[src/hdl/dnsc_pkg.sv]
package dnsc_pkg;

	localparam logic [7:0]  TAG_SEQ     = 8'h30;
	localparam logic [7:0]  LEN_2B      = 8'h82;
	localparam logic [15:0] MIN_LEN     = 16'h0100;
	localparam logic [15:0] HDR_ROOM    = 16'd4;
	localparam logic [15:0] MAX_LEN_RST = 16'd4096;
	localparam int          HDR_BYTES   = 8;

	// command passed from the parser to the emitter
	typedef struct packed {
		logic        is_hdr;
		logic [7:0]  data;
		logic [15:0] outer_len;
		logic [15:0] inner_len;
		logic [15:0] rec_num;
		logic        rec_end;
	} cmd_t;

	// byte of the rebuilt eight-byte header at position idx
	function automatic logic [7:0] hdr_byte(input logic [2:0] idx,
		input logic [15:0] outer_len, input logic [15:0] inner_len);
		logic [7:0] b;
		case (idx)
			3'd0: b = TAG_SEQ;
			3'd1: b = LEN_2B;
			3'd2: b = outer_len[15:8];
			3'd3: b = outer_len[7:0];
			3'd4: b = TAG_SEQ;
			3'd5: b = LEN_2B;
			3'd6: b = inner_len[15:8];
			default: b = inner_len[7:0];
		endcase
		return b;
	endfunction

endpackage

[src/hdl/dnsc_ifs.sv]
interface dnsc_in_if;
	logic       valid;
	logic       ready;
	logic [7:0] data_byte;

	modport source (output valid, output data_byte, input ready);
	modport sink (input valid, input data_byte, output ready);
endinterface

interface dnsc_out_if;
	logic        valid;
	logic        ready;
	logic [7:0]  out_byte;
	logic [15:0] record_number;
	logic        record_start;
	logic        record_end;
	logic        run_last;

	modport source (output valid, output out_byte, output record_number,
		output record_start, output record_end, output run_last, input ready);
	modport sink (input valid, input out_byte, input record_number,
		input record_start, input record_end, input run_last, output ready);
endinterface

[src/hdl/dnsc_fifo.sv]
module dnsc_fifo
	import dnsc_pkg::*;
#(
	parameter int DEPTH = 8
) (
	input  logic clk,
	input  logic arst_n,
	input  logic push,
	input  cmd_t push_cmd,
	input  logic pop,
	output cmd_t head_cmd,
	output logic empty,
	output logic full
);

	localparam int PTR_W = (DEPTH > 1) ? $clog2(DEPTH) : 1;
	localparam int CNT_W = $clog2(DEPTH + 1);
	localparam logic [PTR_W-1:0] PTR_LAST = PTR_W'(DEPTH - 1);

	cmd_t             mem_q [DEPTH];
	logic [PTR_W-1:0] wr_ptr_q;
	logic [PTR_W-1:0] rd_ptr_q;
	logic [CNT_W-1:0] count_q;
	logic             do_push;
	logic             do_pop;

	assign empty    = (count_q == '0);
	assign full     = (count_q == CNT_W'(DEPTH));
	assign do_push  = push && !full;
	assign do_pop   = pop && !empty;
	assign head_cmd = mem_q[rd_ptr_q];

	// storage
	always_ff @(posedge clk) begin
		if (do_push) begin
			mem_q[wr_ptr_q] <= push_cmd;
		end
	end

	// pointers and fill count
	always_ff @(posedge clk or negedge arst_n) begin
		if (!arst_n) begin
			wr_ptr_q <= '0;
			rd_ptr_q <= '0;
			count_q  <= '0;
		end else begin
			if (do_push) begin
				wr_ptr_q <= (wr_ptr_q == PTR_LAST) ? '0 : wr_ptr_q + 1'b1;
			end
			if (do_pop) begin
				rd_ptr_q <= (rd_ptr_q == PTR_LAST) ? '0 : rd_ptr_q + 1'b1;
			end
			case ({do_push, do_pop})
				2'b10:   count_q <= count_q + 1'b1;
				2'b01:   count_q <= count_q - 1'b1;
				default: count_q <= count_q;
			endcase
		end
	end

`ifndef SYNTHESIS
	a_count_range: assert property (@(posedge clk) disable iff (!arst_n)
		count_q <= CNT_W'(DEPTH))
		else $error("queue fill count beyond depth");
	a_push_full: assert property (@(posedge clk) disable iff (!arst_n)
		(full && push && !pop) |=> full)
		else $error("queue lost its fill on a rejected push");
`endif

endmodule

[src/hdl/dnsc_front.sv]
module dnsc_front
	import dnsc_pkg::*;
(
	input  logic        clk,
	input  logic        arst_n,
	input  logic        cfg_we,
	input  logic [15:0] cfg_wdata,
	dnsc_in_if.sink     in_ch,
	input  logic        q_full,
	output logic        push,
	output cmd_t        push_cmd
);

	localparam logic [3:0] PH_OTAG = 4'd0;
	localparam logic [3:0] PH_OLEN = 4'd1;
	localparam logic [3:0] PH_OHI  = 4'd2;
	localparam logic [3:0] PH_OLO  = 4'd3;
	localparam logic [3:0] PH_ITAG = 4'd4;
	localparam logic [3:0] PH_ILEN = 4'd5;
	localparam logic [3:0] PH_IHI  = 4'd6;
	localparam logic [3:0] PH_ILO  = 4'd7;
	localparam logic [3:0] PH_BODY = 4'd8;

	logic [3:0]  phase_q,      phase_d;
	logic [15:0] outer_len_q,  outer_len_d;
	logic [7:0]  inner_hi_q,   inner_hi_d;
	logic [15:0] bytes_left_q, bytes_left_d;
	logic [15:0] rec_cnt_q,    rec_cnt_d;
	logic [15:0] max_len_q;
	logic        fire;
	logic [7:0]  b;
	logic [15:0] outer_now;
	logic [15:0] inner_now;
	logic        body_end;

	assign in_ch.ready = !q_full;
	assign fire        = in_ch.valid && !q_full;
	assign b           = in_ch.data_byte;
	assign outer_now   = {outer_len_q[15:8], b};
	assign inner_now   = {inner_hi_q, b};
	assign body_end    = (bytes_left_q <= 16'd1);

	// length limit register
	always_ff @(posedge clk or negedge arst_n) begin
		if (!arst_n) begin
			max_len_q <= MAX_LEN_RST;
		end else if (cfg_we) begin
			max_len_q <= cfg_wdata;
		end
	end

	// header scan and payload tagging
	always_comb begin
		phase_d      = phase_q;
		outer_len_d  = outer_len_q;
		inner_hi_d   = inner_hi_q;
		bytes_left_d = bytes_left_q;
		rec_cnt_d    = rec_cnt_q;
		push         = 1'b0;
		push_cmd     = '0;
		push_cmd.rec_num = rec_cnt_q;
		if (fire) begin
			unique case (phase_q)
				PH_OTAG: phase_d = (b == TAG_SEQ) ? PH_OLEN : PH_OTAG;
				PH_OLEN: phase_d = (b == LEN_2B) ? PH_OHI : PH_OTAG;
				PH_OHI: begin
					outer_len_d = {b, 8'h00};
					phase_d     = PH_OLO;
				end
				PH_OLO: begin
					outer_len_d = outer_now;
					phase_d     = (outer_now >= MIN_LEN && outer_now <= max_len_q)
						? PH_ITAG : PH_OTAG;
				end
				PH_ITAG: phase_d = (b == TAG_SEQ) ? PH_ILEN : PH_OTAG;
				PH_ILEN: phase_d = (b == LEN_2B) ? PH_IHI : PH_OTAG;
				PH_IHI: begin
					inner_hi_d = b;
					phase_d    = PH_ILO;
				end
				PH_ILO: begin
					if (inner_now >= MIN_LEN && inner_now <= max_len_q
						&& inner_now < outer_len_q) begin
						push               = 1'b1;
						push_cmd.is_hdr    = 1'b1;
						push_cmd.outer_len = outer_len_q;
						push_cmd.inner_len = inner_now;
						bytes_left_d       = outer_len_q - HDR_ROOM;
						phase_d            = PH_BODY;
					end else begin
						phase_d = PH_OTAG;
					end
				end
				PH_BODY: begin
					push             = 1'b1;
					push_cmd.data    = b;
					push_cmd.rec_end = body_end;
					if (body_end) begin
						bytes_left_d = '0;
						rec_cnt_d    = rec_cnt_q + 16'd1;
						phase_d      = PH_OTAG;
					end else begin
						bytes_left_d = bytes_left_q - 16'd1;
					end
				end
				default: phase_d = PH_OTAG;
			endcase
		end
	end

	always_ff @(posedge clk or negedge arst_n) begin
		if (!arst_n) begin
			phase_q      <= PH_OTAG;
			outer_len_q  <= '0;
			inner_hi_q   <= '0;
			bytes_left_q <= '0;
			rec_cnt_q    <= '0;
		end else begin
			phase_q      <= phase_d;
			outer_len_q  <= outer_len_d;
			inner_hi_q   <= inner_hi_d;
			bytes_left_q <= bytes_left_d;
			rec_cnt_q    <= rec_cnt_d;
		end
	end

`ifndef SYNTHESIS
	a_rec_advance: assert property (@(posedge clk) disable iff (!arst_n)
		(rec_cnt_q != $past(rec_cnt_q)) |-> ($past(phase_q) == PH_BODY))
		else $error("record count moved outside a payload transaction");
`endif

endmodule

[src/hdl/dnsc_back.sv]
module dnsc_back
	import dnsc_pkg::*;
(
	input  logic       clk,
	input  logic       arst_n,
	input  cmd_t       head_cmd,
	input  logic       q_empty,
	output logic       pop,
	dnsc_out_if.source out_ch
);

	logic        out_valid_q;
	logic [7:0]  out_byte_q;
	logic [15:0] rec_num_q;
	logic        rec_start_q;
	logic        rec_end_q;
	logic        run_last_q;
	logic        busy_q;
	logic [2:0]  idx_q;
	cmd_t        hdr_q;
	logic        out_free;

	assign out_free = !out_valid_q || out_ch.ready;
	assign pop      = out_free && !busy_q && !q_empty;

	assign out_ch.valid         = out_valid_q;
	assign out_ch.out_byte      = out_byte_q;
	assign out_ch.record_number = rec_num_q;
	assign out_ch.record_start  = rec_start_q;
	assign out_ch.record_end    = rec_end_q;
	assign out_ch.run_last      = run_last_q;

	// header expansion control
	always_ff @(posedge clk or negedge arst_n) begin
		if (!arst_n) begin
			out_valid_q <= 1'b0;
			busy_q      <= 1'b0;
			idx_q       <= '0;
		end else if (out_free) begin
			if (busy_q) begin
				out_valid_q <= 1'b1;
				idx_q       <= idx_q + 3'd1;
				busy_q      <= (idx_q != 3'(HDR_BYTES - 1));
			end else if (!q_empty) begin
				out_valid_q <= 1'b1;
				busy_q      <= head_cmd.is_hdr;
				idx_q       <= 3'd1;
			end else begin
				out_valid_q <= 1'b0;
			end
		end
	end

	// output payload register
	always_ff @(posedge clk) begin
		if (out_free) begin
			if (busy_q) begin
				out_byte_q  <= hdr_byte(idx_q, hdr_q.outer_len, hdr_q.inner_len);
				rec_num_q   <= hdr_q.rec_num;
				rec_start_q <= 1'b0;
				rec_end_q   <= 1'b0;
				run_last_q  <= (idx_q == 3'(HDR_BYTES - 1));
			end else if (pop) begin
				hdr_q     <= head_cmd;
				rec_num_q <= head_cmd.rec_num;
				if (head_cmd.is_hdr) begin
					out_byte_q  <= TAG_SEQ;
					rec_start_q <= 1'b1;
					rec_end_q   <= 1'b0;
					run_last_q  <= 1'b0;
				end else begin
					out_byte_q  <= head_cmd.data;
					rec_start_q <= 1'b0;
					rec_end_q   <= head_cmd.rec_end;
					run_last_q  <= 1'b1;
				end
			end
		end
	end

`ifndef SYNTHESIS
	a_busy_hdr: assert property (@(posedge clk) disable iff (!arst_n)
		busy_q |-> hdr_q.is_hdr)
		else $error("header expansion running on a payload command");
	a_busy_valid: assert property (@(posedge clk) disable iff (!arst_n)
		busy_q |-> out_valid_q)
		else $error("header expansion with no transaction on the output");
	a_start_idx: assert property (@(posedge clk) disable iff (!arst_n)
		(out_valid_q && rec_start_q) |-> (busy_q && idx_q == 3'd1))
		else $error("record start outside the first header byte");
`endif

endmodule

[src/hdl/der_nested_sequence_carver_core.sv]
// nested der sequence carver: scans a byte stream for an outer sequence
// header 30 82 hh ll followed at once by an inner header 30 82 hh ll, and
// carves the record that it opens
// in_ch: one raw byte per transaction; one byte is taken every cycle while
// the command queue has room
// out_ch: carved bytes tagged with record number, record start and end and
// a run_last mark on the last result of each input byte
// cfg_we/cfg_wdata: writes max_len, the largest accepted length (inclusive)
// a header byte gives no result; the last inner length byte gives the eight
// header bytes; each payload byte gives one result (outer length minus four
// of them)
// each result is registered in the command queue and then in the emitter
// output register before it is valid on out_ch
// throughput: one input byte per cycle while the queue has room; the emitter
// sustains one result per cycle while out_ch is ready, and the queue of
// FIFO_DEPTH commands absorbs the header burst; reset: the scan restarts at
// the outer tag, the record count is zero, the queue is empty and max_len is 4096
// a stalled output holds its transaction; the queue then fills and in_ch
// ready drops until the receiver takes results again
module der_nested_sequence_carver_core
	import dnsc_pkg::*;
#(
	parameter int FIFO_DEPTH = 8
) (
	input  logic        clk,
	input  logic        arst_n,
	input  logic        cfg_we,
	input  logic [15:0] cfg_wdata,
	dnsc_in_if.sink     in_ch,
	dnsc_out_if.source  out_ch
);

	logic push;
	cmd_t push_cmd;
	logic pop;
	cmd_t head_cmd;
	logic q_empty;
	logic q_full;

	// header parser
	dnsc_front u_front (
		.clk       (clk),
		.arst_n    (arst_n),
		.cfg_we    (cfg_we),
		.cfg_wdata (cfg_wdata),
		.in_ch     (in_ch),
		.q_full    (q_full),
		.push      (push),
		.push_cmd  (push_cmd)
	);

	// command queue
	dnsc_fifo #(
		.DEPTH (FIFO_DEPTH)
	) u_fifo (
		.clk      (clk),
		.arst_n   (arst_n),
		.push     (push),
		.push_cmd (push_cmd),
		.pop      (pop),
		.head_cmd (head_cmd),
		.empty    (q_empty),
		.full     (q_full)
	);

	// result emitter
	dnsc_back u_back (
		.clk      (clk),
		.arst_n   (arst_n),
		.head_cmd (head_cmd),
		.q_empty  (q_empty),
		.pop      (pop),
		.out_ch   (out_ch)
	);

endmodule

[src/flat_wrapper.sv]
// flat-port wrapper written by rule: the top's interface ports become plain ports
module der_nested_sequence_carver_core_flat import dnsc_pkg::*;
#(
	parameter int FIFO_DEPTH = 8
)
  (clk, arst_n, cfg_we, cfg_wdata, in_ch_valid, in_ch_data_byte, in_ch_ready, out_ch_valid, out_ch_out_byte, out_ch_record_number, out_ch_record_start, out_ch_record_end, out_ch_run_last, out_ch_ready);
  dnsc_in_if in_ch_i ();
  dnsc_out_if out_ch_i ();
  input  logic clk;
  input  logic arst_n;
  input  logic cfg_we;
  input  logic [15:0] cfg_wdata;
  input wire logic [$bits(in_ch_i.valid)-1:0] in_ch_valid;
  input wire logic [$bits(in_ch_i.data_byte)-1:0] in_ch_data_byte;
  output wire logic [$bits(in_ch_i.ready)-1:0] in_ch_ready;
  output wire logic [$bits(out_ch_i.valid)-1:0] out_ch_valid;
  output wire logic [$bits(out_ch_i.out_byte)-1:0] out_ch_out_byte;
  output wire logic [$bits(out_ch_i.record_number)-1:0] out_ch_record_number;
  output wire logic [$bits(out_ch_i.record_start)-1:0] out_ch_record_start;
  output wire logic [$bits(out_ch_i.record_end)-1:0] out_ch_record_end;
  output wire logic [$bits(out_ch_i.run_last)-1:0] out_ch_run_last;
  input wire logic [$bits(out_ch_i.ready)-1:0] out_ch_ready;
  assign in_ch_i.valid = in_ch_valid;
  assign in_ch_i.data_byte = in_ch_data_byte;
  assign in_ch_ready = in_ch_i.ready;
  assign out_ch_valid = out_ch_i.valid;
  assign out_ch_out_byte = out_ch_i.out_byte;
  assign out_ch_record_number = out_ch_i.record_number;
  assign out_ch_record_start = out_ch_i.record_start;
  assign out_ch_record_end = out_ch_i.record_end;
  assign out_ch_run_last = out_ch_i.run_last;
  assign out_ch_i.ready = out_ch_ready;
  der_nested_sequence_carver_core #(.FIFO_DEPTH(FIFO_DEPTH)) u_core (.clk(clk), .arst_n(arst_n), .cfg_we(cfg_we), .cfg_wdata(cfg_wdata), .in_ch(in_ch_i), .out_ch(out_ch_i));
endmodule
[config.mk]
export PLATFORM = sky130hd
export DESIGN_NAME = der_nested_sequence_carver_core_flat
export DESIGN_NICKNAME = d
export VERILOG_FILES = /design/src/hdl/dnsc_pkg.sv /design/src/hdl/dnsc_ifs.sv /design/src/hdl/dnsc_fifo.sv /design/src/hdl/dnsc_front.sv /design/src/hdl/dnsc_back.sv /design/src/hdl/der_nested_sequence_carver_core.sv /design/src/flat_wrapper.sv
export SDC_FILE = /design/constraint.sdc
export NUM_CORES = 1
export LEC_CHECK = 0
export BUFFER_PORTS_ARGS = -buffer_cell sky130_fd_sc_hd__clkbuf_2
export CORE_ASPECT_RATIO = 0.75
export CORE_MARGIN = 10
export CORE_UTILIZATION = 60
export CTS_BUF_LIST = sky130_fd_sc_hd__clkbuf_4
export DETAILED_ROUTE_END_ITERATION = 7
export HOLD_SLACK_MARGIN = 0.02
export PLACE_DENSITY = 0.77
export SETUP_SLACK_MARGIN = 0.05
export SLEW_MARGIN = 20
export SYNTH_ARGS = -nofsm -noshare
export SYNTH_HDL_FRONTEND = slang
export SYNTH_SLANG_ARGS = --single-unit
[constraint.sdc]
create_clock -name clk -period 25.3 [get_ports clk]
set_input_delay 2.53 -clock clk [delete_from_list [all_inputs] [get_ports clk]]
set_output_delay 2.53 -clock clk [all_outputs]
set_load 0.05 [all_outputs]
After elaboration in Yosys (flattened, before gate mapping)

Memory sizes are Yosys's and may differ from the RTL's.
Cells that the tools add are included.

Flip-flop bits (word level): 166
Bits in writable memories: 464
Input port bits: 29
Output and inout port bits: 29
Logic and storage cells: 141
Memories: 1

Add/sub/neg operators: 8
Order comparisons: 6
Eq/ne operators: 26
Mux-type cells: 46
Bitwise gates (word level): 2
Reductions and logical operators: 31

Memories:

| name                | depth | width | read ports | clocked after Yosys merged registers in | wr ports | RTL line        | source |
|---|---|---|---|---|---|---|---|
| u_core.u_fifo.mem_q | 8     | 58    | 1          | 0                                       | 1        | dnsc_fifo.sv:20 | `cmd_t mem_q [DEPTH];` |

Operators with widths:

| kind                    | number |
|---|---|
| $mux W16                | 4 |
| $mux W32                | 2 |
| $pmux W16 S2            | 2 |
| $mux W41                | 1 |
| $pmux W8 S5             | 1 |
| $pmux W4 S9             | 1 |
| $ge A16 B9 Y1 const B   | 2 |
| $le A16 B16 Y1          | 2 |
| $mux W8                 | 4 |
| $mux W3                 | 7 |
| $mux W1                 | 19 |
| $eq A3 B3 Y1 const B    | 6 |
| $add A16 B1 Y16 const B | 1 |
| $eq A4 B3 Y1 const B    | 4 |
| $le A16 B1 Y1 const B   | 1 |
| $lt A16 B16 Y1          | 1 |
| $sub A16 B1 Y16 const B | 1 |
| $sub A16 B3 Y16 const B | 1 |
| $reduce_and A3 Y1       | 4 |
| $reduce_and A2 Y1       | 5 |
| $add A3 B1 Y3 const B   | 3 |
| $eq A4 B2 Y1 const B    | 2 |
| $eq A4 B4 Y1 const B    | 2 |
| $eq A8 B6 Y1 const B    | 1 |
| other kinds (23)        | 42 |

Depth between registers and ports, before layout

Gate-level depths: netlist (run 1).

Word-level depth: 9
Mapped depth: 16
Depth with buffers taken out: 14

By module

Synthesis (run 1) repeated with hierarchy kept, for this count alone.

Cell total of the unflattened synthesis: 1,487
Area, all modules: 26,225.2 µm²

Modules (own cells, without submodules):

| module     | instances | cells an instance | area an instance (µm²) | seq. area each (µm²) |
|---|---|---|---|---|
| dnsc_fifo  | 1         | 741               | 18,077.3               | 14,183.6 |
| dnsc_front | 1         | 569               | 5,016.1                | 1,903.1 |
| dnsc_back  | 1         | 177               | 3,131.8                | 2,377.3 |

Least setup slack after synthesis (run 1)

OpenSTA, ideal clock, no wires.

Path kind: input-to-reg
Start point: in in_ch_data_byte[1]
End point: mem u_core.u_fifo.mem_q[0][0] in the netlist's numbering, enable pin
Library setup time: 0.617 ns
Arrival time: 9.505 ns
Required time: 24.683 ns
Path slack: 15.177 ns
Cell stages on the path: 9
Buffers on the path: 2
Path through: ha_1 > nor2b_1 > o211a_1 > o211ai_1 > a31o_2 > buf_2 > a21oi_4 > buf_2 > nor4_1

Longest elaborated chain between the ends: 9
Elaborated cells between the ends (all ways): 11
Those cells by class: order compare: 3; mux: 5; reduce/logical: 3

RTL lines:

| element                                                | RTL line           | source |
|---|---|---|
| start: declaration                                     | flat_wrapper.sv:14 | `input wire logic [$bits(in_ch_i.data_byte)-1:0] in_ch_data_byte;` |
| $ge A16 B9 Y1 / $le A16 B16 Y1 (equally long branches) | dnsc_front.sv:82   | `if (inner_now >= MIN_LEN && inner_now <= max_len_q` |
| $logic_and A1 B1 Y1                                    | dnsc_front.sv:82   |  |
| $logic_and A1 B1 Y1 (*)                                | dnsc_front.sv:83   | `&& inner_now < outer_len_q) begin` |
| $mux W1 (*)                                            | dnsc_front.sv:82   |  |
| $pmux W1 S2 (*)                                        | dnsc_front.sv:63   | `unique case (phase_q)` |
| $mux W1 (*)                                            | dnsc_front.sv:62   | `if (fire) begin` |
| $logic_and A1 B1 Y1 (*)                                | dnsc_fifo.sv:29    | `assign do_push = push && !full;` |
| $mux W1 (*)                                            | dnsc_fifo.sv:35    | `if (do_push) begin` |
| $mux W1 (implied by the code) (*)                      | dnsc_fifo.sv:36    | `mem_q[wr_ptr_q] <= push_cmd;` |
| end: declaration                                       | dnsc_fifo.sv:20    |  |

Mark *: on every way between the ends. The rest lies on a longest branch, timed or not.

Final worst setup path (run 1)

Start point: in in_ch_data_byte[5]
End point: mem u_core.u_fifo.mem_q[2][54] in the netlist's numbering, enable pin

Same word-level chain as after synthesis.

==> results.md, run 1 <==
* Post-DP HPWL at roughly 34 mm
* Pleak at about 9.7 nW
* Sequential power share at 0.579
* Post-Route WL at between 50 and 60 mm
* Nets at about 1700
* CP required at 25.72 ns
* Status: completed
* CP max-delay cell: buf_4
* Sink Count at between 600 and 700
* Die H at 201.8 µm
* Initial antenna violation count at 3
* Area delta synth->final at 10.50%
* GPL Wtd Cong at 0.9009
* Post-route ant nets at 0
* Critical path's largest stage delay at a little under 0.8 ns
* Max Fclk at 183.7 MHz
* WS Path Type: in2reg
* Non-filler instance count after layout at between 2000 and 2500
* Largest net degree at the start of global routing at 70
* Worst rel slew slack at 0.2603
* First-pass GRT wire length at between 80 and 90 mm
* Commonest cells after routing, fill and taps aside: 539 x edfxtp_1, 211 x clkbuf_4, 116 x mux4_2, 96 x mux2_2, 88 x nand2_1
* TritonRoute pass-1 iters at 7
* Total global-route track usage at 0.2174
* Vias in the first global route at between 15000 and 20000
* Most common cell on crit path: buf_4
* Layout cell share with drive strength beyond 1 at 0.3175
* Clock Path Buffers at 3
* CP arrival at ~5.9 ns
* Row cnt at between 60 and 70
* IO Pins at 58
* Pwr dens at ~66 nW/µm²
* GRT overflow at 0
* Max Cap Viol at 0
* DR vias/cell at 6.250
* Hold Vio Cnt, Final at 0
* Internal at ~0.0015 W
* Clk root buf: clkbuf_4
* Clk_skew at around 0.06 ns
* RSZ-0062 raised after global routing: false
* Min Clock Period, post-route at between 5 and 6 ns
* Starting density of the core at 0.6084
* Worst path cell trace: clkbuf_2, ha_1, nand4_1, nor4_1, a31o_2, a21oi_4, buf_4, nor4b_4, buf_4
* Initial DRC Count at approximately 1500
* Routed len/inst at about 24 µm
* Warnings from Yosys at 0
* Via count at roughly 15000
* Commonest non-fill, non-tap cell in the layout: edfxtp_1
* Crit. End Element: flop
* Seq cells post-synth at between 600 and 700
* Share of flip-flops with an asynchronous set or reset at 0.1444
* Final period utilization at 0.2152
* Logic gate share of total power at 0.013
* Post-synth top flop: edfxtp_1
* Startpoint types: input pin
* Total setup buffers inserted after CTS at 0
* Crit path max fanout at 55
* Core region area at between 40000 and 50000 µm²
* Placed cell count at ~2100
* Hold-fix buffers, CTS at 0
* Setup TNS Final at 0 ns
* Peak VDD IR at 35.62 µV
* Sequential-to-total area share from yosys stat at 0.6987
* Mapped cell area at 26430 µm²
* Clock Pin Slew Worst Setup and Hold Paths at around 0.060 ns
* Die W at between 200 and 300 µm
* Port Buffers at 57
* Worst Reg-to-Reg Cells at 10
* Synth Net Count at between 1500 and 2000
* Worst Hold Class: reg2reg
* Post-CTS Resized at 0
* Clock network fraction of total power at 0.409
* Number of remaining DRC errors at 0
* Fillers at about 2900
* CTS tree: yes
* Sw power at slightly above 0.0004 W
* Post-synthesis cell type count at a little over 80
* Final Max Slew Viols at 0
* Area of the die at about 53000 µm²
* Worst-margin pin slew at approximately 1.1 ns
* Hold Crit Depth at 1
* Latest clock arrival within the worst-skew pair at between 0.8 and 0.9 ns
* Final setup vio count at 0
* H-tree levels at 4
* Cts bufs inserted at around 150
* Syn_area_per_cell at 17.59 µm²
* Post-synth EDFFs at roughly 540
* Net Sw Frac at 0.2122
* Synth Instances at 1502
==> power groups by stage <==
stage / clock, W / combinational, W / sequential [W]
floorplan: 0 / 0.0000127 / 0.00114
global placement: 0 / 0.0000227 / 0.00114
detailed placement: 0 / 0.0000239 / 0.00114
CTS: 0.000807 / 0.0000240 / 0.00111
global route: 0.000864 / 0.0000274 / 0.00111
finish: 0.000788 / 0.0000241 / 0.00112
==> cell usage after synthesis, types with 3 or more instances <==
| cell type | number | area share |
|---|---|---|
| edfxtp_1 | 539 | 0.61 |
| mux4_2 | 116 | 0.099 |
| mux2_2 | 96 | 0.041 |
| dfrtp_1 | 90 | 0.085 |
| nand2_1 | 88 | 0.012 |
| ha_1 | 56 | 0.027 |
| nor2_1 | 49 | 0.0070 |
| inv_1 | 48 | 0.0068 |
| o21ai_0 | 43 | 0.0081 |
| clkbuf_1 | 41 | 0.0058 |
| a21oi_1 | 31 | 0.0059 |
| and3_1 | 29 | 0.0069 |
| buf_2 | 21 | 0.0040 |
| nand4_1 | 17 | 0.0040 |
| xnor2_1 | 17 | 0.0056 |
| xor2_1 | 16 | 0.0053 |
| nor3_1 | 15 | 0.0028 |
| nand3_1 | 13 | 0.0025 |
| nor4_1 | 11 | 0.0026 |
| nand2b_1 | 10 | 0.0024 |
| a21o_1 | 9 | 0.0026 |
| a31oi_1 | 9 | 0.0021 |
| mux2i_1 | 9 | 0.0034 |
| a221oi_1 | 7 | 0.0023 |
| a2bb2oi_1 | 7 | 0.0023 |
| nor3_2 | 7 | 0.0027 |
| o22ai_1 | 7 | 0.0017 |
| o31ai_1 | 7 | 0.0020 |
| nor4b_2 | 6 | 0.0034 |
| buf_1 | 5 | 0.00071 |
| or3_1 | 5 | 0.0012 |
| a222oi_1 | 4 | 0.0015 |
| nor2b_1 | 4 | 0.00095 |
| nor4_2 | 3 | 0.0014 |
| nor4bb_1 | 3 | 0.0011 |
| o21a_1 | 3 | 0.00085 |
==> cell families after synthesis <==
group / share of synthesized area
adders and majority gates: 0.02727
xor gates and xnor gates: 0.01094
muxes: 0.1432
buffers and inverters: 0.01847
and+or+nand+nor: 0.06070
DFF: 0.6987
AOI/OAI and AO/OA: 0.04077
==> state kept, by name, summed over array words and instances, names as in the netlist <==
| register | cells |
|---|---|
| u_core.u_back.busy_q | 1 |
| u_core.u_back.hdr_q | 48 |
| u_core.u_back.idx_q | 3 |
| u_core.u_back.out_ch.out_byte | 8 |
| u_core.u_back.out_ch.record_end | 1 |
| u_core.u_back.out_ch.record_number | 16 |
| u_core.u_back.out_ch.record_start | 1 |
| u_core.u_back.out_ch.run_last | 1 |
| u_core.u_back.out_ch.valid | 1 |
| u_core.u_fifo.count_q | 4 |
| u_core.u_fifo.mem_q | 464 |
| u_core.u_fifo.rd_ptr_q | 3 |
| u_core.u_fifo.wr_ptr_q | 3 |
| u_core.u_front.bytes_left_q | 16 |
| u_core.u_front.inner_hi_q | 8 |
| u_core.u_front.max_len_q | 16 |
| u_core.u_front.outer_len_q | 16 |
| u_core.u_front.phase_q | 4 |
| u_core.u_front.rec_cnt_q | 16 |
==> per-stage QoR <==
step                        util  instance area, µm²  hold slack (ns)  setup WS, ns  total power, W
after floorplan                -               26430           0.4463         15.18        0.001150
after global placement    0.6301               27370           0.4679         19.21        0.001160
after detailed placement  0.6301               27370           0.4860         19.09        0.001161
after CTS                 0.6722               29200           0.5093         19.99        0.001946
after global routing      0.6723               29200           0.5279         19.77        0.002006
final                     0.6723               29200           0.5047         19.86        0.001927
==> final cells by class <==
| class | instances | area, µm² | area share |
|---|---|---|---|
| Inverter | 48 | 180.2 | 0.006170 |
| Sequential cell | 630 | 18470 | 0.6326 |
| Multi-Input combinational cell | 754 | 7557 | 0.2588 |
| Antenna cell | 2 | 5.005 | 0.0001714 |
| Tap cell | 578 | 723.2 | 0.02477 |
| Clock buffer | 211 | 1584 | 0.05424 |
| Timing Repair Buffer | 77 | 437.9 | 0.01500 |
| Clock inverter | 47 | 241.5 | 0.008269 |
==> final timing paths <==
kind | slack (ns) | from | endpoint
setup / recovery | 19.86 | in_ch_data_byte[5] | u_core.u_fifo.mem_q[2][54]$_DFFE_PP_
hold / removal | 0.50 | u_core.u_fifo.count_q[3]$_DFFE_PN0P_ | u_core.u_fifo.count_q[3]$_DFFE_PN0P_
setup reg to reg | 20.75 | u_core.u_front.outer_len_q[13]$_DFFE_PN0P_ | u_core.u_fifo.mem_q[2][54]$_DFFE_PP_
hold reg to reg | 0.50 | u_core.u_fifo.count_q[3]$_DFFE_PN0P_ | u_core.u_fifo.count_q[3]$_DFFE_PN0P_
max in group asynchronous | 22.50 | arst_n | u_core.u_front.max_len_q[14]$_DFFE_PN0P_
min in group asynchronous | 1.69 | arst_n | u_core.u_front.bytes_left_q[1]$_DFFE_PN0P_
==> metal layers <==
layer / vias to the layer above / track usage / wire (µm)
li1: 6389 / - / -
met1: 7416 / 0.3103 / 24400
met2: 784 / 0.3201 / 25980
met3: 79 / 0.06707 / 6067
met4: 0 / 0.05955 / 850
met5: - / 0 / 0
==> worst max-delay path, delay by kind of cell <==
| kind | cells | cell delay [ns] |
|---|---|---|
| buffers and inverters | 3 | 1.27 |
| and+or+nand+nor | 3 | 0.95 |
| AOI/OAI and AO/OA | 2 | 0.67 |
| adders and majority gates | 1 | 0.37 |
No activity file was read; power rests on OpenSTA's default activity.
==> run 2: changes to the inputs <==
==> constraint.sdc (replaced) <==
create_clock -name clk -period 5.5 [get_ports clk]
set_input_delay 0.55 -clock clk [delete_from_list [all_inputs] [get_ports clk]]
set_output_delay 0.55 -clock clk [all_outputs]
set_load 0.05 [all_outputs]
==> run 2 against run 1 <==
Cell area increased by 1.2%. Flip-flop and latch count did not move. Clock power grew to 4.7 times the previous value. Utilization is 0.82 points higher. Total power grew to 4.6 times the previous value.
==> results.md, run 2 (synthesis results as in run 1) <==
* Max Cap Viol at 0
* Initial DRC Count at about 1700
* Max reg flops at ~460
* Clock Path Buffers at 3
* RSZ-0062 raised after global routing: false
* GRT overflow at 0
* Worst rel slew slack at 0.2773
* DP Area at around 27000 µm²
* Die W at 262.3 µm
* Max Fclk at about 240 MHz
* Die H at 201.8 µm
* CP max-delay cell: nand2_1
* Pwr dens at between 300 and 400 nW/µm²
* CTS tree: yes
* Status: completed
* Latest clock arrival within the worst-skew pair at around 0.86 ns
* Final Util at 0.6805
* TritonRoute pass-1 iters at 5
* Worst Hold Class: in2reg
* Nets at about 1800
* Final total power at around 0.0089 W
* First-pass GRT wire length at 90.81 mm
* Hold-fix buffers, CTS at 18
* Total global-route track usage at 0.2224
* Commonest non-fill, non-tap cell in the layout: edfxtp_1
* Layout cell share with drive strength beyond 1 at 0.3201
* Commonest cells after routing, fill and taps aside: 539 x edfxtp_1, 225 x clkbuf_4, 116 x mux4_2, 96 x mux2_2, 88 x nand2_1
* GPL Wtd Cong at around 0.92
* Clock Pin Slew Worst Setup and Hold Paths at around 0.07 ns
* Post-DP HPWL at approximately 34 mm
* Total setup buffers inserted after CTS at 0
* Startpoint types: flop
* Reg with most FFs: u_core.u_fifo.mem_q
* Post-CTS Resized at 0
* Cell area after layout at 29560 µm²
* Top flop regs: u_core.u_fifo.mem_q (464), u_core.u_back.hdr_q (48)
* WS Path Type: reg2reg
* Worst path cell trace: inv_1, ha_1, a21o_1, a21oi_1, o211ai_2, a211oi_4, nand2_1, nor2_1
* Post-Route WL at around 58 mm
* CP required at around 6.0 ns
* Pleak at ~10 nW
* Core region area at approximately 43000 µm²
* Peak VDD IR at 168.2 µV
* Post-route ant nets at 0
* Number of remaining DRC errors at 0
* Vias in the first global route at about 15000
* Largest net degree at the start of global routing at 76
* DR vias/cell at just over 6
* Clk root buf: clkbuf_4
* IO Pins at between 50 and 60
* Final setup vio count at 0
* Row cnt at between 60 and 70
* Area of the die at about 53000 µm²
* Fillers at 2868
* Critical path's largest stage delay at a little over 0.8 ns
* Setup TNS Final at 0 ns
* Final Max Slew Viols at 0
* Crit. End Element: flop
* Area delta synth->final at 11.85%
* Hold Vio Cnt, Final at 0
* Clk_skew at between 0.07 and 0.08 ns
* CP arrival at 4.76 ns
* Multi-input logic area at between 7000 and 8000 µm²
* Port Buffers at 57
* Worst-margin pin slew at about 1.1 ns
* Cts bufs inserted at approximately 150
* Min Clock Period, post-route at ~4.2 ns
* Sink Count at 630
* CP Buf/Inv Count at 1
* Routed len/inst at 24.61 µm
* Register area at around 18000 µm²
* Crit path max fanout at 20
* Final period utilization at 0.7663
* Starting density of the core at 0.6084
* H-tree levels at 4
* Initial antenna violation count at 1
* Via count at 14770
* Top delay family on crit path: simple AND/OR/NAND/NOR gates
-- run 2: changes by cell type in the layout (fill, tap and decap cells not counted), moves of 3 or more --
cell	previous run	this run
dlygate4sd3_1	0	18
clkinv_2	4	1
clkinv_1	31	26
clkbuf_4	211	225
buf_12	0	5
-- run 2: routing by layer --
layer	share of wire	vias to the layer above	global-route usage
met4	0.012	0	0.05358
li1	-	6423	-
met1	0.44	7577	0.3261
met3	0.10	69	0.06817
met5	0	-	0
met2	0.45	702	0.3213
-- run 2: final cells by class --
class	instances	area share
Antenna cell	1	0.00008466
Clock buffer	225	0.05715
Clock inverter	36	0.005884
Inverter	48	0.006096
Multi-Input combinational cell	754	0.2564
Sequential cell	630	0.6250
Tap cell	578	0.02447
Timing Repair Buffer	100	0.02497
-- run 2: metrics by stage --
step | worst slack (ns) | hold slack [ns] | cells
floorplan | -0.2944 | 0.2544 | 1502
global placement | 1.463 | 0.4695 | 2091
detailed placement | 1.414 | 0.5023 | 2091
CTS | 1.382 | 0.03154 | 2370
global route | 1.068 | 0.07813 | 2372
finish | 1.285 | 0.1234 | 2372
-- run 2: final timing paths --
path / start / end / slack (ns) / depth (start not counted)
max in group asynchronous: arst_n / u_core.u_front.max_len_q[12]$_DFFE_PN1P_ / 4.14 / 3
hold reg to reg: u_core.u_fifo.count_q[3]$_DFFE_PN0P_ / u_core.u_fifo.count_q[3]$_DFFE_PN0P_ / 0.51 / 1
setup reg to reg: u_core.u_front.outer_len_q[13]$_DFFE_PN0P_ / u_core.u_fifo.mem_q[5][34]$_DFFE_PP_ / 1.29 / 8
setup / recovery: u_core.u_front.outer_len_q[13]$_DFFE_PN0P_ / u_core.u_fifo.mem_q[5][34]$_DFFE_PP_ / 1.29 / 8
hold / removal: in_ch_data_byte[4] / u_core.u_front.outer_len_q[4]$_DFFE_PN0P_ / 0.12 / 3
min in group asynchronous: arst_n / u_core.u_front.outer_len_q[0]$_DFFE_PN0P_ / 0.31 / 2
-- run 2: worst reg2reg max path: cells and delay by family (launching register included) --
| kind | cells | cell delay [ns] |
|---|---|---|
| buf+inv | 1 | 0.21 |
| simple gates | 2 | 1.58 |
| fa+ha+maj | 1 | 0.36 |
| flops | 1 | 0.48 |
| compound gates | 4 | 1.32 |
-- run 2: report_power, final --
part / internal, W / switching (W) / total (W)
logic: 0.0000442 / 0.0000806 / 0.000125
clock network: 0.00191 / 0.00177 / 0.00368
registers: 0.00513 / 0.00000376 / 0.00513
==> run 3: changes to the inputs <==
--- a/config.mk
+++ b/config.mk
@@ -8,11 +8,11 @@
 export BUFFER_PORTS_ARGS = -buffer_cell sky130_fd_sc_hd__clkbuf_2
 export CORE_ASPECT_RATIO = 0.75
 export CORE_MARGIN = 10
-export CORE_UTILIZATION = 60
+export CORE_UTILIZATION = 59
 export CTS_BUF_LIST = sky130_fd_sc_hd__clkbuf_4
 export DETAILED_ROUTE_END_ITERATION = 7
 export HOLD_SLACK_MARGIN = 0.02
-export PLACE_DENSITY = 0.77
+export PLACE_DENSITY = 0.79
 export SETUP_SLACK_MARGIN = 0.05
 export SLEW_MARGIN = 20
 export SYNTH_ARGS = -nofsm -noshare
==> constraint.sdc (replaced) <==
create_clock -name clk -period 3.65 [get_ports clk]
set_input_delay 0.365 -clock clk [delete_from_list [all_inputs] [get_ports clk]]
set_output_delay 0.365 -clock clk [all_outputs]
set_load 0.05 [all_outputs]
==> run 3 against run 2 <==
Cell area rose by 1.9%. Global-route usage up 0.11 points. Critical path depth increased by 2. Total power is 56% higher. Sequential power increased by 51%. Utilization is 0.36 points lower. Setup slack got worse by 1.2 ns. Largest cell class unchanged.
==> results.md, run 3 (synthesis results as in run 1) <==
* Layout cell share with drive strength beyond 1 at 0.3293
* Area of the die at roughly 54000 µm²
* Top flop regs: u_core.u_fifo.mem_q (464), u_core.u_back.hdr_q (48)
* Worst rel slew slack at 0.4531
* GPL Wtd Cong at about 0.9
* Final Max Slew Viols at 0
* Non-filler instance count after layout at 2415
* Pleak at roughly 10 nW
* Row cnt at between 60 and 70
* RSZ-0062 raised after global routing: true
* R2r endpoint: u_core.u_fifo.mem_q[1][48]$_DFFE_PP_
* Final Util at 0.6769
* CP required at around 4.2 ns
* Min Clock Period, post-route at between 3 and 4 ns
* Cts bufs inserted at ~150
* Final period utilization at 0.9666
* IO Pins at 58
* H-tree levels at 4
* Via count at around 15000
* Total global-route track usage at 0.2235
* Status: completed
* Hold Vio Cnt, Final at 0
* Initial antenna violation count at 2
* Nets at 1808
* R2R setup slack at approximately 0.12 ns
* Post-Route WL at 58.90 mm
* Worst-margin pin slew at roughly 0.8 ns
* DR vias/cell at roughly 6.2
* Final setup vio count at 0
* Max Used Layer: met4
* Crit path max fanout at 18
* DP Area at ~28000 µm²
* WHS at ~0.10 ns
* Max Cap Viol at 0
* TritonRoute pass-1 iters at 6
* Starting density of the core at 0.5937
* Clock Pin Slew Worst Setup and Hold Paths at around 0.070 ns
* Met2 WL post-DR at about 26 mm
* Pwr dens at 463.2 nW/µm²
* Routed len/inst at ~24 µm
* Crit. End Element: flop
* Reg with most FFs: u_core.u_fifo.mem_q
* Max reg flops at 464
* Port Buffers at 57
* Fillers at 2849
* Peak VDD IR at between 200 and 300 µV
* Number of remaining DRC errors at 0
* First-pass GRT wire length at a little over 90 mm
* Worst Reg-to-Reg Cells at 10
* Max Fclk at between 200 and 300 MHz
* Latest clock arrival within the worst-skew pair at ~0.85 ns
* Die W at about 260 µm
* CTS tree: yes
* Worst R2R Start: u_core.u_front.outer_len_q[13]$_DFFE_PN0P_
* Clk root buf: clkbuf_4
* Met3 WL post-DR at 6.727 mm
* Initial DRC Count at between 1500 and 2000
* Cell area after layout at 30130 µm²
* Post-DP HPWL at between 30 and 40 mm
* Setup crit start: u_core.u_front.outer_len_q[13]$_DFFE_PN0P_
* Worst setup path end: u_core.u_fifo.mem_q[1][48]$_DFFE_PP_
* Area delta synth->final at 14.02%
* Largest net degree at the start of global routing at between 80 and 90
* Total setup buffers inserted after CTS at 0
* Worst Hold Class: in2reg
* Clock Path Buffers at 3
* Commonest non-fill, non-tap cell in the layout: edfxtp_1
* WS Path Type: reg2reg
* DRT met1 WL at about 25 mm
* Commonest cells after routing, fill and taps aside: 539 x edfxtp_1, 224 x clkbuf_4, 116 x mux4_2, 96 x mux2_2, 88 x nand2_1
* Startpoint types: flop
* GRT overflow at 0
* Core region area at between 40000 and 50000 µm²
* Post-route ant nets at 0
* Vias in the first global route at 15380
* Placed cell count at 2122
* Sink Count at 630
* CP arrival at about 4 ns
* Final total power at approximately 0.014 W
* Clk_skew at slightly below 0.06 ns
* Die H at around 200 µm
-- run 3: cell types whose count changed in the layout (fill, tap and decap cells not counted), moves of 2 or more --
cell	change
buf_12	+5
buf_4	+19
bufinv_16	+7
clkinv_1	-7
clkinv_4	+2
clkinvlp_4	-3
dlygate4sd3_1	+17
inv_2	-4
-- run 3: layer usage --
layer	GRT usage	vias up
li1	-	6506
met1	0.3228	7662
met2	0.3201	779
met3	0.07426	86
met4	0.06678	0
met5	0	-
-- run 3: timing repair --
item	CTS	global route
resized for setup	0	1
hold buffers	36	0
setup endpoints to repair	0	40
hold endpoints to repair	131	0
-- run 3: worst min-delay path by stage --
stage | startpoint | end | slack, ns | cells after the start
global placement | arst_n | u_core.u_fifo.count_q[0]$_DFFE_PN0P_ | 0.30 | 1
CTS | cfg_we | u_core.u_front.max_len_q[11]$_DFFE_PN0P_ | 0.02 | 3
detailed placement | arst_n | u_core.u_fifo.count_q[0]$_DFFE_PN0P_ | 0.30 | 1
global route | cfg_we | u_core.u_front.max_len_q[8]$_DFFE_PN0P_ | 0.07 | 3
floorplan | arst_n | u_core.u_back.busy_q$_DFFE_PN0N_ | 0.07 | 0
finish | cfg_we | u_core.u_front.max_len_q[4]$_DFFE_PN0P_ | 0.10 | 3
-- run 3: layout make-up --
type	count	area (µm²)	area share
sequential	630	18470	0.6131
multi-input combinational	754	7591	0.2519
clock buffer	224	1682	0.05581
timing repair buffer	140	1124	0.03729
tap	586	733.2	0.02433
clock inverter	32	346.6	0.01150
inverter	48	180.2	0.005980
antenna	1	2.502	0.00008305
-- run 3: power by group --
| part | switching [W] | total (W) | internal (W) |
|---|---|---|---|
| Sequential | 0.00000547 | 0.00773 | 0.00772 |
| Combinational | 0.000128 | 0.000212 | 0.0000843 |
| Clock | 0.00266 | 0.00601 | 0.00336 |
-- run 3: worst max-delay path: stages, from the launching register on --
cell and delay, ns:
dfrtp_1 0.51, inv_1 0.10, ha_1 0.31, a21o_1 0.18, a21oi_2 0.16, o211ai_2 0.20
a211oi_4 0.37, buf_4 0.30, nand2_1 0.29, buf_4 0.29, nor2_1 0.52
-- run 3: per-stage QoR --
step                      setup slack, ns  TNS (ns)
after floorplan                   -0.6612   -241.52
final                              0.1218         0
after global routing             -0.03078   -0.2717
after detailed placement           0.2633         0
after CTS                          0.1988         0
after global placement             0.4344         0
